[src/design/thm_pkg.sv]
package thm_pkg;

  localparam int unsigned SpW    = 10;
  localparam int unsigned HystW  = 7;
  localparam int unsigned StepW  = 7;
  localparam int unsigned TempW  = 11;
  localparam int unsigned CfgW   = 10;
  localparam int unsigned CodeW  = 4;
  localparam int unsigned NMenu  = 15;

  localparam logic [SpW-1:0] SetpointMax  = 10'd999;
  localparam logic [SpW-1:0] UpperReset   = 10'd400;
  localparam logic [SpW-1:0] LowerReset   = 10'd0;
  localparam logic [HystW-1:0] HystReset  = 7'd5;
  localparam logic [StepW-1:0] StepReset  = 7'd1;
  localparam logic [SpW-1:0] FloorReset   = 10'd10;

  // register indexes
  localparam logic [1:0] CfgHyst  = 2'd0;
  localparam logic [1:0] CfgStep  = 2'd1;
  localparam logic [1:0] CfgFloor = 2'd2;

  // key bit positions, active low
  localparam int unsigned KeySelect = 0;
  localparam int unsigned KeyNext   = 1;
  localparam int unsigned KeyPrev   = 2;
  localparam int unsigned KeyBack   = 3;

  typedef enum logic [1:0] {
    CMD_BUTTON  = 2'd0,
    CMD_REFRESH = 2'd1,
    CMD_SAMPLE  = 2'd2
  } cmd_e;

  // one-hot menu state; bit position is the menu code
  typedef enum logic [NMenu-1:0] {
    MENU_MAIN     = 15'h0001,
    MENU_1        = 15'h0002,
    MENU_2        = 15'h0004,
    MENU_3        = 15'h0008,
    MENU_4        = 15'h0010,
    MENU_SETMAX   = 15'h0020,
    MENU_SETMIN   = 15'h0040,
    MENU_MAX_INC  = 15'h0080,
    MENU_MAX_DEC  = 15'h0100,
    MENU_MIN_INC  = 15'h0200,
    MENU_MIN_DEC  = 15'h0400,
    MENU_MUTE_TGL = 15'h0800,
    MENU_MUTE_OFF = 15'h1000,
    MENU_COOL_TGL = 15'h2000,
    MENU_COOL_OFF = 15'h4000
  } menu_e;

  typedef struct packed {
    menu_e          menu;
    logic [SpW-1:0] upper;
    logic [SpW-1:0] lower;
    logic           silenced;
    logic           manual;
    logic           cooler;
    logic           buzzer;
  } thm_state_t;

  typedef struct packed {
    logic [HystW-1:0] hyst;
    logic [StepW-1:0] step;
    logic [SpW-1:0]   floor;
  } thm_cfg_t;

endpackage

[src/design/thm_step.sv]
module thm_step (
  input  thm_pkg::thm_state_t           state_i,
  input  thm_pkg::thm_cfg_t             cfg_i,
  input  thm_pkg::cmd_e                 cmd_i,
  input  logic [3:0]                    buttons_i,
  input  logic [thm_pkg::TempW-1:0]     temp_i,
  output thm_pkg::thm_state_t           state_o
);
  import thm_pkg::*;

  function automatic menu_e on_select(menu_e m);
    case (m)
      MENU_MAIN: on_select = MENU_1;
      MENU_1:    on_select = MENU_SETMAX;
      MENU_2:    on_select = MENU_SETMIN;
      MENU_3:    on_select = MENU_MUTE_TGL;
      MENU_4:    on_select = MENU_COOL_TGL;
      default:   on_select = MENU_MAIN;
    endcase
  endfunction

  function automatic menu_e on_next(menu_e m);
    case (m)
      MENU_1:      on_next = MENU_2;
      MENU_2:      on_next = MENU_3;
      MENU_3:      on_next = MENU_4;
      MENU_4:      on_next = MENU_1;
      MENU_SETMAX: on_next = MENU_MAX_DEC;
      MENU_SETMIN: on_next = MENU_MIN_DEC;
      default:     on_next = m;
    endcase
  endfunction

  function automatic menu_e on_prev(menu_e m);
    case (m)
      MENU_2:      on_prev = MENU_1;
      MENU_3:      on_prev = MENU_2;
      MENU_4:      on_prev = MENU_3;
      MENU_1:      on_prev = MENU_4;
      MENU_SETMAX: on_prev = MENU_MAX_INC;
      MENU_SETMIN: on_prev = MENU_MIN_INC;
      default:     on_prev = m;
    endcase
  endfunction

  function automatic menu_e on_back(menu_e m);
    case (m)
      MENU_1, MENU_2, MENU_3, MENU_4: on_back = MENU_MAIN;
      MENU_SETMAX: on_back = MENU_1;
      MENU_SETMIN: on_back = MENU_2;
      default:     on_back = m;
    endcase
  endfunction

  function automatic logic [SpW-1:0] sp_inc(logic [SpW-1:0] v, logic [StepW-1:0] s);
    logic [SpW:0] sum;
    sum = {1'b0, v} + {{(SpW+1-StepW){1'b0}}, s};
    sp_inc = (sum > {1'b0, SetpointMax}) ? SetpointMax : sum[SpW-1:0];
  endfunction

  function automatic logic [SpW-1:0] sp_dec(logic [SpW-1:0] v, logic [StepW-1:0] s,
                                            logic [SpW-1:0] fl);
    logic [SpW-1:0] sx;
    sx = {{(SpW-StepW){1'b0}}, s};
    if (v > fl) begin
      sp_dec = (v > sx) ? v - sx : '0;
    end else begin
      sp_dec = v;
    end
  endfunction

  // sample compares in 12-bit signed
  logic signed [TempW:0] t_s, hi_s, lo_s, rel_s;
  menu_e m1, m2, m3, m4;

  assign t_s   = signed'({temp_i[TempW-1], temp_i});
  assign hi_s  = signed'({2'b00, state_i.upper});
  assign lo_s  = signed'({2'b00, state_i.lower});
  assign rel_s = hi_s - signed'({{(TempW+1-HystW){1'b0}}, cfg_i.hyst});

  // keys ripple in order; each sees the state left by the one before
  assign m1 = buttons_i[KeySelect] ? state_i.menu : on_select(state_i.menu);
  assign m2 = buttons_i[KeyNext]   ? m1 : on_next(m1);
  assign m3 = buttons_i[KeyPrev]   ? m2 : on_prev(m2);
  assign m4 = buttons_i[KeyBack]   ? m3 : on_back(m3);

  always_comb begin
    state_o = state_i;
    case (cmd_i)
      CMD_BUTTON: begin
        state_o.menu = m4;
      end
      CMD_REFRESH: begin
        case (state_i.menu)
          MENU_MAX_INC: begin
            state_o.upper = sp_inc(state_i.upper, cfg_i.step);
            state_o.menu  = MENU_SETMAX;
          end
          MENU_MAX_DEC: begin
            state_o.upper = sp_dec(state_i.upper, cfg_i.step, cfg_i.floor);
            state_o.menu  = MENU_SETMAX;
          end
          MENU_MIN_INC: begin
            state_o.lower = sp_inc(state_i.lower, cfg_i.step);
            state_o.menu  = MENU_SETMIN;
          end
          MENU_MIN_DEC: begin
            state_o.lower = sp_dec(state_i.lower, cfg_i.step, cfg_i.floor);
            state_o.menu  = MENU_SETMIN;
          end
          MENU_MUTE_TGL: begin
            state_o.silenced = ~state_i.silenced;
            state_o.buzzer   = 1'b0;
            state_o.menu     = MENU_MAIN;
          end
          MENU_COOL_TGL: begin
            state_o.manual = ~state_i.manual;
            state_o.cooler = ~state_i.manual;
            state_o.menu   = MENU_4;
          end
          default: ;
        endcase
      end
      CMD_SAMPLE: begin
        if (t_s > hi_s) begin
          if (!state_i.silenced) state_o.buzzer = 1'b1;
          if (!state_i.manual)   state_o.cooler = 1'b1;
        end else if (t_s < lo_s) begin
          if (!state_i.silenced) state_o.buzzer = 1'b1;
        end else begin
          state_o.buzzer = 1'b0;
          if (!state_i.manual && (t_s < rel_s)) state_o.cooler = 1'b0;
        end
      end
      default: ;
    endcase
  end

endmodule

[src/design/thermostat_menu_alarm_controller.sv]
// Thermostat menu and alarm controller. Each input beat is a button sample,
// a refresh tick or a temperature sample (tuser selects which); the controller
// updates its menu state, setpoints and pin levels and returns one result beat
// holding the state after the update. One beat is taken every clock cycle while
// s_axis_tready is high: the whole update is one pass through the thm_step logic from
// the state registers back into them, and the result is registered in the output
// register, or in the skid entry if the output register stays full. A second output
// entry (skid) lets the input keep flowing for one beat while the output is stalled;
// s_axis_tready drops only while both entries are full. Configuration writes take
// effect on the next cycle and should be issued while no beat is in flight.
module thermostat_menu_alarm_controller (
  input  logic        clk_i,
  input  logic        rst_ni,
  // config write port
  input  logic        cfg_we_i,
  input  logic [1:0]  cfg_idx_i,
  input  logic [thm_pkg::CfgW-1:0] cfg_data_i,
  // input stream
  input  logic        s_axis_tvalid,
  output logic        s_axis_tready,
  input  logic [15:0] s_axis_tdata,   // [3:0] buttons, [14:4] temperature, [15] zero
  input  logic [1:0]  s_axis_tuser,   // [1:0] command
  // result stream
  output logic        m_axis_tvalid,
  input  logic        m_axis_tready,
  output logic [31:0] m_axis_tdata    // [3:0] menu_state, [4] cooler_out, [5] buzzer_out,
                                      // [6] mute_flag, [7] forced_cooling,
                                      // [17:8] max_setpoint, [27:18] min_setpoint
);
  import thm_pkg::*;

  localparam int unsigned ResW = CodeW + 4 + 2 * SpW;

  thm_cfg_t   cfg_q;
  thm_state_t state_q, state_d;

  logic            s_fire, m_fire;
  logic            out_valid_q, skid_valid_q;
  logic [ResW-1:0] out_data_q, skid_data_q, res_d;
  logic [CodeW-1:0] code_d;

  assign s_fire = s_axis_tvalid & s_axis_tready;
  assign m_fire = out_valid_q & m_axis_tready;
  assign s_axis_tready = ~skid_valid_q;

  // config registers
  always_ff @(posedge clk_i or negedge rst_ni) begin
    if (!rst_ni) begin
      cfg_q.hyst  <= HystReset;
      cfg_q.step  <= StepReset;
      cfg_q.floor <= FloorReset;
    end else if (cfg_we_i) begin
      case (cfg_idx_i)
        CfgHyst:  cfg_q.hyst  <= cfg_data_i[HystW-1:0];
        CfgStep:  cfg_q.step  <= cfg_data_i[StepW-1:0];
        CfgFloor: cfg_q.floor <= cfg_data_i[SpW-1:0];
        default: ;
      endcase
    end
  end

  thm_step u_step (
    .state_i   (state_q),
    .cfg_i     (cfg_q),
    .cmd_i     (cmd_e'(s_axis_tuser)),
    .buttons_i (s_axis_tdata[3:0]),
    .temp_i    (s_axis_tdata[4 +: TempW]),
    .state_o   (state_d)
  );

  always_ff @(posedge clk_i or negedge rst_ni) begin
    if (!rst_ni) begin
      state_q.menu     <= MENU_MAIN;
      state_q.upper    <= UpperReset;
      state_q.lower    <= LowerReset;
      state_q.silenced <= 1'b0;
      state_q.manual   <= 1'b0;
      state_q.cooler   <= 1'b0;
      state_q.buzzer   <= 1'b0;
    end else if (s_fire) begin
      state_q <= state_d;
    end
  end

  // one-hot menu to its numeric code
  always_comb begin
    code_d = '0;
    for (int i = 0; i < NMenu; i++) begin
      if (state_d.menu[i]) code_d = CodeW'(i);
    end
  end

  assign res_d = {state_d.lower, state_d.upper, state_d.manual, state_d.silenced,
                  state_d.buzzer, state_d.cooler, code_d};

  // output register plus skid entry
  always_ff @(posedge clk_i or negedge rst_ni) begin
    if (!rst_ni) begin
      out_valid_q  <= 1'b0;
      skid_valid_q <= 1'b0;
    end else if (m_fire) begin
      if (skid_valid_q) begin
        skid_valid_q <= 1'b0;
      end else begin
        out_valid_q <= s_fire;
      end
    end else if (s_fire) begin
      if (out_valid_q) skid_valid_q <= 1'b1;
      else             out_valid_q  <= 1'b1;
    end
  end

  always_ff @(posedge clk_i) begin
    if (m_fire) begin
      out_data_q <= skid_valid_q ? skid_data_q : res_d;
    end else if (s_fire) begin
      if (out_valid_q) skid_data_q <= res_d;
      else             out_data_q  <= res_d;
    end
  end

  assign m_axis_tvalid = out_valid_q;
  assign m_axis_tdata  = {{(32-ResW){1'b0}}, out_data_q};

  // checks
  a_skid_needs_out: assert property (@(posedge clk_i) disable iff (!rst_ni)
    skid_valid_q |-> out_valid_q)
    else $error("skid entry full while output register empty");

  a_manual_drives_cooler: assert property (@(posedge clk_i) disable iff (!rst_ni)
    state_q.manual |-> state_q.cooler)
    else $error("forced cooling without cooler pin");

  a_mute_clears_buzzer: assert property (@(posedge clk_i) disable iff (!rst_ni)
    state_q.silenced |-> !state_q.buzzer)
    else $error("buzzer on while muted");

  a_upper_in_range: assert property (@(posedge clk_i) disable iff (!rst_ni)
    s_fire |=> (state_q.upper <= SetpointMax))
    else $error("max setpoint beyond saturation value");

endmodule
[config.mk]
export PLATFORM = sky130hd
export DESIGN_NAME = thermostat_menu_alarm_controller
export DESIGN_NICKNAME = d
export VERILOG_FILES = /design/src/design/thm_pkg.sv /design/src/design/thm_step.sv /design/src/design/thermostat_menu_alarm_controller.sv
export SDC_FILE = /design/constraint.sdc
export NUM_CORES = 1
export LEC_CHECK = 0
export ABC_CLOCK_PERIOD_IN_PS = 8900
export BUFFER_PORTS_ARGS = -buffer_cell sky130_fd_sc_hd__buf_2
export CAP_MARGIN = 5
export CELL_PAD_IN_SITES_DETAIL_PLACEMENT = 1
export CELL_PAD_IN_SITES_GLOBAL_PLACEMENT = 1
export CORE_UTILIZATION = 40
export CTS_BUF_LIST = sky130_fd_sc_hd__clkbuf_4
export CTS_CLUSTER_DIAMETER = 150
export DETAILED_ROUTE_END_ITERATION = 8
export GPL_ROUTABILITY_DRIVEN = 0
export PLACE_DENSITY = 0.72
export SKIP_LAST_GASP = 1
export SLEW_MARGIN = 20
export SYNTH_ARGS = -nofsm -noshare
export SYNTH_HDL_FRONTEND = slang
export SYNTH_SLANG_ARGS = --single-unit
[constraint.sdc]
create_clock -name clk_i -period 8.9 [get_ports clk_i]
set_input_delay 1.335 -clock clk_i [delete_from_list [all_inputs] [get_ports clk_i]]
set_output_delay 1.335 -clock clk_i [all_outputs]
set_load 0.005 [all_outputs]
==> metrics, run 1 <==
post-synth cell types 90; category of the most critical setup path in -> reg; Clk pwr share 15.1%; CTS root buffer clkbuf_4; starting DRC count in detailed routing 559; cell area after synthesis 10,000 um^2; H-tree levels 4; antenna-violating nets left 0; first-pass iteration count of the detailed router 5; count of cells along the worst register-to-register path 15; highest routed metal layer met4; status completed; biggest area contributors in the synthesized netlist edfxtp_1 (17%), dfrtp_1 (14%), ha_1 (11%), nand2_1 (4.2%), o21ai_0 (3.9%); Max Transition Viols Final 0; CTS resizes 0; worst setup timing slack at the placement stage 2.63 ns; data required time at the worst endpoint 9.24 ns; transition time of the tightest slew-check pin 1.06 ns; kind of capture point of the worst setup path register; switching pwr 1.29 mW; clk slew on worst S/H paths 0.15 ns; crit share post-route 66.4%; sequential fraction of the synthesis area 33.1%; setup total negative slack 0 ns; number of antenna violations at the first check in global routing 1; Synth top cells by count nand2_1 (112), nor2_1 (96), ha_1 (87); proportion of total power due to net switching 47.5%; Worst Skew 0.0324 ns; worst-skew pair later-pin latency 0.59 ns; Total GRT Usage 24.6%; vias in the first global route 8,917; maximum single-stage delay on the critical path 0.66 ns; Top Ports 69; Register-to-Register Setup Slack 3.40 ns; area of the core 24,500 um^2; CTS buffer count 17; overall power 2.72 mW; clock net sink count 121; fraction of registers with async set/reset 53.7%; combinational share of power 52.7%; average vias per placed instance 5.80; data arrival time of the critical path 6.25 ns; nature of the critical path startpoint input port; design internal power 1.43 mW; met2 routed wirelength 13,100 um; origin of the critical flop-to-flop path state_q[28]$_DFFE_PN0P_; final net count 1,309; routed len/inst 20.1 um; Buffers on Ports 63; number of buffers added for setup after CTS 0; worst relative slew slack 28.9%; largest net degree at the start of global routing 66; minimum clock period 5.91 ns; drt total wl 30,500 um; leftover overflow at the end of global routing 0; half-perimeter wire length after detailed placement 23,400 um; horizontal die dimension 160 um; maximum fanout encountered on the critical timing path 35; WHS Path Cells 1; average cell area after synthesis 8.75 um^2; worst r2r dst out_data_q[2]$_DFFE_PP_; Crit-path slowest cell a2111oi_0; worst path bufs/invs 2; worst-case hold path end point cfg_q[4]$_DFFE_PN0P_; Finish-stage setup viols 0; Post-Route M1 WL 15,700 um; Power per Cell Area 251 nW/um^2; RSZ-0062 raised after global routing false; cell breakdown of the critical path buf_2 > nor4_1 > nand4_1 > nand2_2 > nor3_1 > a2111oi_0 > o31ai_1 > nand3b_1 > o21ai_2 > inv_1 > nand4_1 > a21oi_1 > o21ai_0 > nand4_1 > a21bo_1 > mux2_2; instance area at placement 10,600 um^2; height of the die 160 um; most frequent cell on the critical path nand4_1; Total Die Area 25,700 um^2; top-count cell post-synth nand2_1; share of layout cells above drive strength 1 15.1%; maximum buffer depth of the clock tree 2; met3 wire length 1270 um; Hold Startpoint cfg_q[4]$_DFFE_PN0P_; number of enable-type register cells in the synthesized netlist 56; Max Clock Freq 169 MHz; synthesis-to-layout area growth 8.24%; Warnings, synthesis 0; leakage power of the design 4.70 nW; Fin. Hold Viols 0; Seq pwr share 32.2%; reported max-cap violation count 0; initial core utilization 40.9%; post-route cell area 10,800 um^2; peak supply drop 0.0956 mV; most frequently used flop master after synthesis edfxtp_1; hold slack final 0.528 ns; DRC errors left 0; biggest area consumer among synthesized cells edfxtp_1; number of synthesized register bits 121; vias post-DR 8,814; family of cells with the greatest summed delay on the critical path simple AND/OR/NAND/NOR gates; setup slack after layout 2.99 ns; # hold bufs at CTS 0; number of instances in the synthesized netlist 1,145; clock tree from TritonCTS done; first-pass GRT wire length 49,500 um; top cell type's share of synthesized area 16.8%; Site Rows 57; worst min-delay path class reg -> reg
==> routing by layer <==
layer	GRT usage [%]	vias up
met2	37.6	207
li1	-	4227
met5	0	-
met1	36.5	4353
met4	6.02	0
met3	3.09	27
==> cells in the final DEF, fill, tap and decap left out, types with 15 or more instances in the layout <==
| cell | instances |
|---|---|
| a21o_1 | 21 |
| a21oi_1 | 77 |
| a31oi_1 | 21 |
| and2_1 | 15 |
| buf_2 | 63 |
| clkbuf_4 | 17 |
| dfrtp_1 | 56 |
| edfxtp_1 | 56 |
| ha_1 | 87 |
| inv_1 | 86 |
| mux2_2 | 32 |
| nand2_1 | 112 |
| nand3_1 | 15 |
| nand4_1 | 24 |
| nor2_1 | 96 |
| nor3_1 | 28 |
| o21a_1 | 26 |
| o21ai_0 | 77 |
| o21bai_1 | 17 |
| xnor2_1 | 31 |
==> power by group through the flow <==
stage | sequential [mW] | combinational (mW) | clock, mW
final | 0.876 | 1.43 | 0.409
after floorplan | 0.822 | 1.09 | 0
after global routing | 0.893 | 1.60 | 0.441
after detailed placement | 0.887 | 1.42 | 0
after global placement | 0.881 | 1.38 | 0
after CTS | 0.875 | 1.43 | 0.422
==> flip-flops by register name, summed over array words and instances, names as in the netlist <==
signal and flops:
m_axis_tvalid 1, skid_data_q 28, skid_valid_q 1, cfg_q 24
state_q 39, out_data_q 28
==> final cells by class <==
type                            instances  area, um^2
Antenna cell                            1        2.50
Clock buffer                           17         128
Clock inverter                         15         148
Fill cell                            2912       13600
Inverter                               87         327
Multi-Input combinational cell        883        6130
Sequential cell                       121        3320
Tap cell                              324         405
Timing Repair Buffer                   72         383
==> worst max-delay path by stage <==
stage	start	end	slack, ns	cells past startpoint
2_1_floorplan	s_axis_tdata[0]	out_data_q[2]$_DFFE_PP_	3.73	16
3_3_place_gp	s_axis_tdata[0]	out_data_q[2]$_DFFE_PP_	2.75	15
3_5_place_dp	s_axis_tdata[0]	out_data_q[2]$_DFFE_PP_	2.63	16
4_1_cts	s_axis_tdata[0]	out_data_q[2]$_DFFE_PP_	3.22	16
5_1_grt	s_axis_tdata[0]	out_data_q[2]$_DFFE_PP_	2.69	16
6_report	s_axis_tdata[0]	out_data_q[2]$_DFFE_PP_	2.99	16
==> stage by stage <==
step | util [%] | instances
finish | 44.3 | 1520
global route | 44.3 | 1520
CTS | 44.3 | 1519
detailed placement | 43.2 | 1487
global placement | 43.2 | 1487
floorplan | - | 1148
==> logic make-up (layout without fill, tap and decap cells) <==
logic type	Yosys count	count (layout)	synth area share [%]
xor+xnor	37	37	3.24
compound gates	336	336	22.2
buf+inv	144	191	5.83
simple gates	378	378	19.7
mux	36	36	4.00
other cells	1	5	0.0374
flops	121	121	33.1
fa+ha+maj	92	92	11.9
==> worst reg2reg max path, delay by kind of cell (launching register included) <==
kind / cells / cell delay (ns)
buffers and inverters: 1 / 0.22
muxes: 1 / 0.26
and+or+nand+nor: 7 / 2.14
AOI/OAI and AO/OA: 6 / 2.04
DFF: 1 / 0.61
Note: power is estimated with default switching activity, not from simulation.
==> run 2: changes to the inputs <==
--- a/config.mk
+++ b/config.mk
@@ -5,7 +5,8 @@
 export SDC_FILE = /design/constraint.sdc
 export NUM_CORES = 1
 export LEC_CHECK = 0
-export ABC_CLOCK_PERIOD_IN_PS = 8900
+export ABC_AREA = 1
+export ABC_CLOCK_PERIOD_IN_PS = 5600
 export BUFFER_PORTS_ARGS = -buffer_cell sky130_fd_sc_hd__buf_2
 export CAP_MARGIN = 5
 export CELL_PAD_IN_SITES_DETAIL_PLACEMENT = 1
@@ -15,7 +16,7 @@
 export CTS_CLUSTER_DIAMETER = 150
 export DETAILED_ROUTE_END_ITERATION = 8
 export GPL_ROUTABILITY_DRIVEN = 0
-export PLACE_DENSITY = 0.72
+export PLACE_DENSITY = 0.74
 export SKIP_LAST_GASP = 1
 export SLEW_MARGIN = 20
 export SYNTH_ARGS = -nofsm -noshare
==> constraint.sdc (replaced) <==
create_clock -name clk_i -period 5.6 [get_ports clk_i]
set_input_delay 0.84 -clock clk_i [delete_from_list [all_inputs] [get_ports clk_i]]
set_output_delay 0.84 -clock clk_i [all_outputs]
set_load 0.005 [all_outputs]
==> metrics, run 2 <==
reported max-cap violation count 0 (unchanged); number of synthesized register bits 121 (unchanged); biggest area contributors in the synthesized netlist edfxtp_1 (17%), dfrtp_1 (14%), ha_1 (11%), nand2_1 (9.7%), inv_1 (7.3%); drt total wl 28,900 um (-5.4%); average cell area after synthesis 7.69 um^2 (-12%); transition time of the tightest slew-check pin 0.950 ns (-0.114 ns); worst-skew pair later-pin latency 0.57 ns (-0.02 ns); DRC errors left 0 (unchanged); top-count cell post-synth nand2_1; number of antenna violations at the first check in global routing 1 (unchanged); maximum single-stage delay on the critical path 0.52 ns (-0.14 ns); biggest area consumer among synthesized cells edfxtp_1; Max Clock Freq 211 MHz; post-synth cell types 58 (-36%); leakage power of the design 5.24 nW (+12%); nature of the critical path startpoint register; first-pass iteration count of the detailed router 5 (unchanged); average vias per placed instance 5.26 (-9.3%); Top Ports 69 (unchanged); Fin. Hold Viols 0 (unchanged); top cell type's share of synthesized area 17.3% (+0.49 points); routed len/inst 17.4 um (-14%); Total Die Area 25,000 um^2 (-2.8%); Total GRT Usage 24.6% (about the same); CTS resizes 0 (unchanged); Finish-stage setup viols 0 (unchanged); category of the most critical setup path reg -> reg; Max Transition Viols Final 0 (unchanged); most common cell after layout, fill and taps aside nand2_1; setup total negative slack 0 ns (unchanged); most frequent cells in the layout nand2_1 (252), inv_1 (188), o21ai_0 (103); initial core utilization 41.1% (+0.14 points); worst relative slew slack 36.7% (+7.8 points); Register-to-Register Setup Slack 0.87 ns (-2.53 ns); Power per Cell Area 444 nW/um^2 (+77%); cell area after synthesis 9730 um^2 (-2.9%); crit share post-route 84.4%; clock tree from TritonCTS done; CTS root buffer clkbuf_4; sequential fraction of the synthesis area 34.1% (+0.98 points); half-perimeter wire length after detailed placement 23,100 um (-1.2%); most frequently used flop master after synthesis edfxtp_1; synthesis-to-layout area growth 10.1%; maximum buffer depth of the clock tree 2 (unchanged); number of instances in the synthesized netlist 1,265 (+10%); most frequent cell on the critical path nand2_1; Crit-path slowest cell dfrtp_1; number of buffers added for setup after CTS 0 (unchanged); H-tree levels 4 (unchanged); fraction of registers with async set/reset 53.7% (unchanged); post-layout util 45.2% (+0.91 points); register containing the most flip-flops in the final layout state_q; Largest regs state_q: 39 flops, out_data_q: 28 flops, skid_data_q: 28 flops; largest net degree at the start of global routing 66 (unchanged); RSZ-0062 raised after global routing false; number of enable-type register cells in the synthesized netlist 56 (unchanged); origin of the critical flop-to-flop path state_q[27]$_DFFE_PN0P_; Warnings, synthesis 0 (unchanged); Synth top cells by count nand2_1 (252), inv_1 (188), o21ai_0 (104); height of the die 158 um (-1.4%); Buffers on Ports 63 (unchanged); horizontal die dimension 158 um (-1.4%); first-pass GRT wire length 47,000 um (-5.0%); kind of capture point of the worst setup path register; Site Rows 56 (-1.8%); CTS buffer count 17 (unchanged); clk slew on worst S/H paths 0.15 ns (about the same); count of cells along the worst register-to-register path 34 (+19); Worst Skew 0.0368 ns (+0.00434 ns); status completed; share of layout cells above drive strength 1 14.8% (-0.34 points); minimum clock period 4.73 ns; data arrival time of the critical path 5.04 ns (-1.21 ns); data required time at the worst endpoint 5.92 ns (-3.32 ns); vias in the first global route 8,890 (-0.30%); area of the core 23,700 um^2 (-3.2%); leftover overflow at the end of global routing 0 (unchanged); # hold bufs at CTS 0 (unchanged); worst path bufs/invs 1 (-1); family of cells with the greatest summed delay on the critical path simple AND/OR/NAND/NOR gates; number of flip-flops in the largest register 39 (unchanged); starting DRC count in detailed routing 524 (-6.3%); endpoint of the worst setup timing path out_data_q[0]$_DFFE_PP_; worst r2r dst out_data_q[0]$_DFFE_PP_; peak supply drop 0.141 mV (+48%); worst min-delay path class in -> reg; vias post-DR 8,747 (-0.76%); crit path launch state_q[27]$_DFFE_PN0P_; maximum fanout encountered on the critical timing path 7 (-80%); final net count 1,458 (+11%); antenna-violating nets left 0 (unchanged); Stages on worst setup path 34 (+18); clock net sink count 121 (unchanged)
run 2: changes by cell type after synthesis, moves of 14 or more:
| cell | delta |
|---|---|
| nand2_1 | +140 |
| inv_1 | +102 |
| mux2_2 | -32 |
| xnor2_1 | -29 |
| o21ai_0 | +26 |
| xor2_1 | +26 |
| nand3_1 | +25 |
| o21a_1 | -22 |
| a21o_1 | -19 |
| clkbuf_1 | -19 |
| nand2_2 | +19 |
| a31oi_1 | -18 |
| mux2i_1 | +17 |
| nor2_2 | +14 |
run 2: kinds of logic after synthesis:
logic type                 share of synthesized area [%]
buffers and inverters                               9.23
other                                             0.0385
muxes                                               2.16
adders and majority gates                           12.2
and+or+nand+nor                                     23.4
AOI/OAI and AO/OA                                   15.8
DFF                                                 34.1
xor gates and xnor gates                            3.06
run 2: per-stage QoR:
stage	area [um^2]	worst slack, ns	hold WS [ns]	std cells	power, mW
final	10700	0.872	0.461	1664	4.75
after global routing	10700	0.475	0.434	1664	5.17
after CTS	10700	0.901	0.427	1663	4.76
after detailed placement	10400	0.547	0.474	1631	4.05
after global placement	10400	0.683	0.468	1631	3.93
after floorplan	9740	1.61	0.453	1268	3.27
run 2: how the worst min path moves through the flow:
stage                                     to             startpoint  slack [ns]  depth (start not counted)
CTS                 skid_valid_q$_DFFE_PN0P_          m_axis_tready        0.43                          2
global route        skid_valid_q$_DFFE_PN0P_          m_axis_tready        0.43                          2
detailed placement     cfg_q[18]$_DFFE_PN0P_  cfg_q[18]$_DFFE_PN0P_        0.47                          2
global placement        cfg_q[6]$_DFFE_PN0P_   cfg_q[6]$_DFFE_PN0P_        0.47                          2
floorplan              cfg_q[18]$_DFFE_PN0P_  cfg_q[18]$_DFFE_PN0P_        0.45                          2
finish              skid_valid_q$_DFFE_PN0P_          m_axis_tready        0.46                          2
run 2: cell type report:
type	count	area [um^2]
Sequential cell	121	3320
Timing Repair Buffer	73	390
Inverter	204	768
Tap cell	319	399
Antenna cell	1	2.50
Fill cell	3022	13000
Clock buffer	18	135
Clock inverter	14	164
Multi-Input combinational cell	914	5530
run 2: worst reg2reg max path: cells and delay by family, from the launching register on:
| family | cells | cell delay, ns |
|---|---|---|
| AO/OA/AOI/OAI | 5 | 1.08 |
| buffers and inverters | 1 | 0.14 |
| flip-flops | 1 | 0.52 |
| AND/OR/NAND/NOR | 28 | 2.72 |
run 2: power breakdown:
group / switching [mW] / internal (mW) / total (mW)
combinational: 1.65 / 0.855 / 2.51
sequential: 0.245 / 1.29 / 1.54
clock: 0.426 / 0.282 / 0.708
total: 2.33 / 2.43 / 4.75
run 2: layer usage:
layer / track usage (%) / routed length (um)
met3: 2.52 / 982
met4: 5.31 / 257
met2: 40.2 / 13100
met5: 0 / 0
met1: 35.0 / 14500
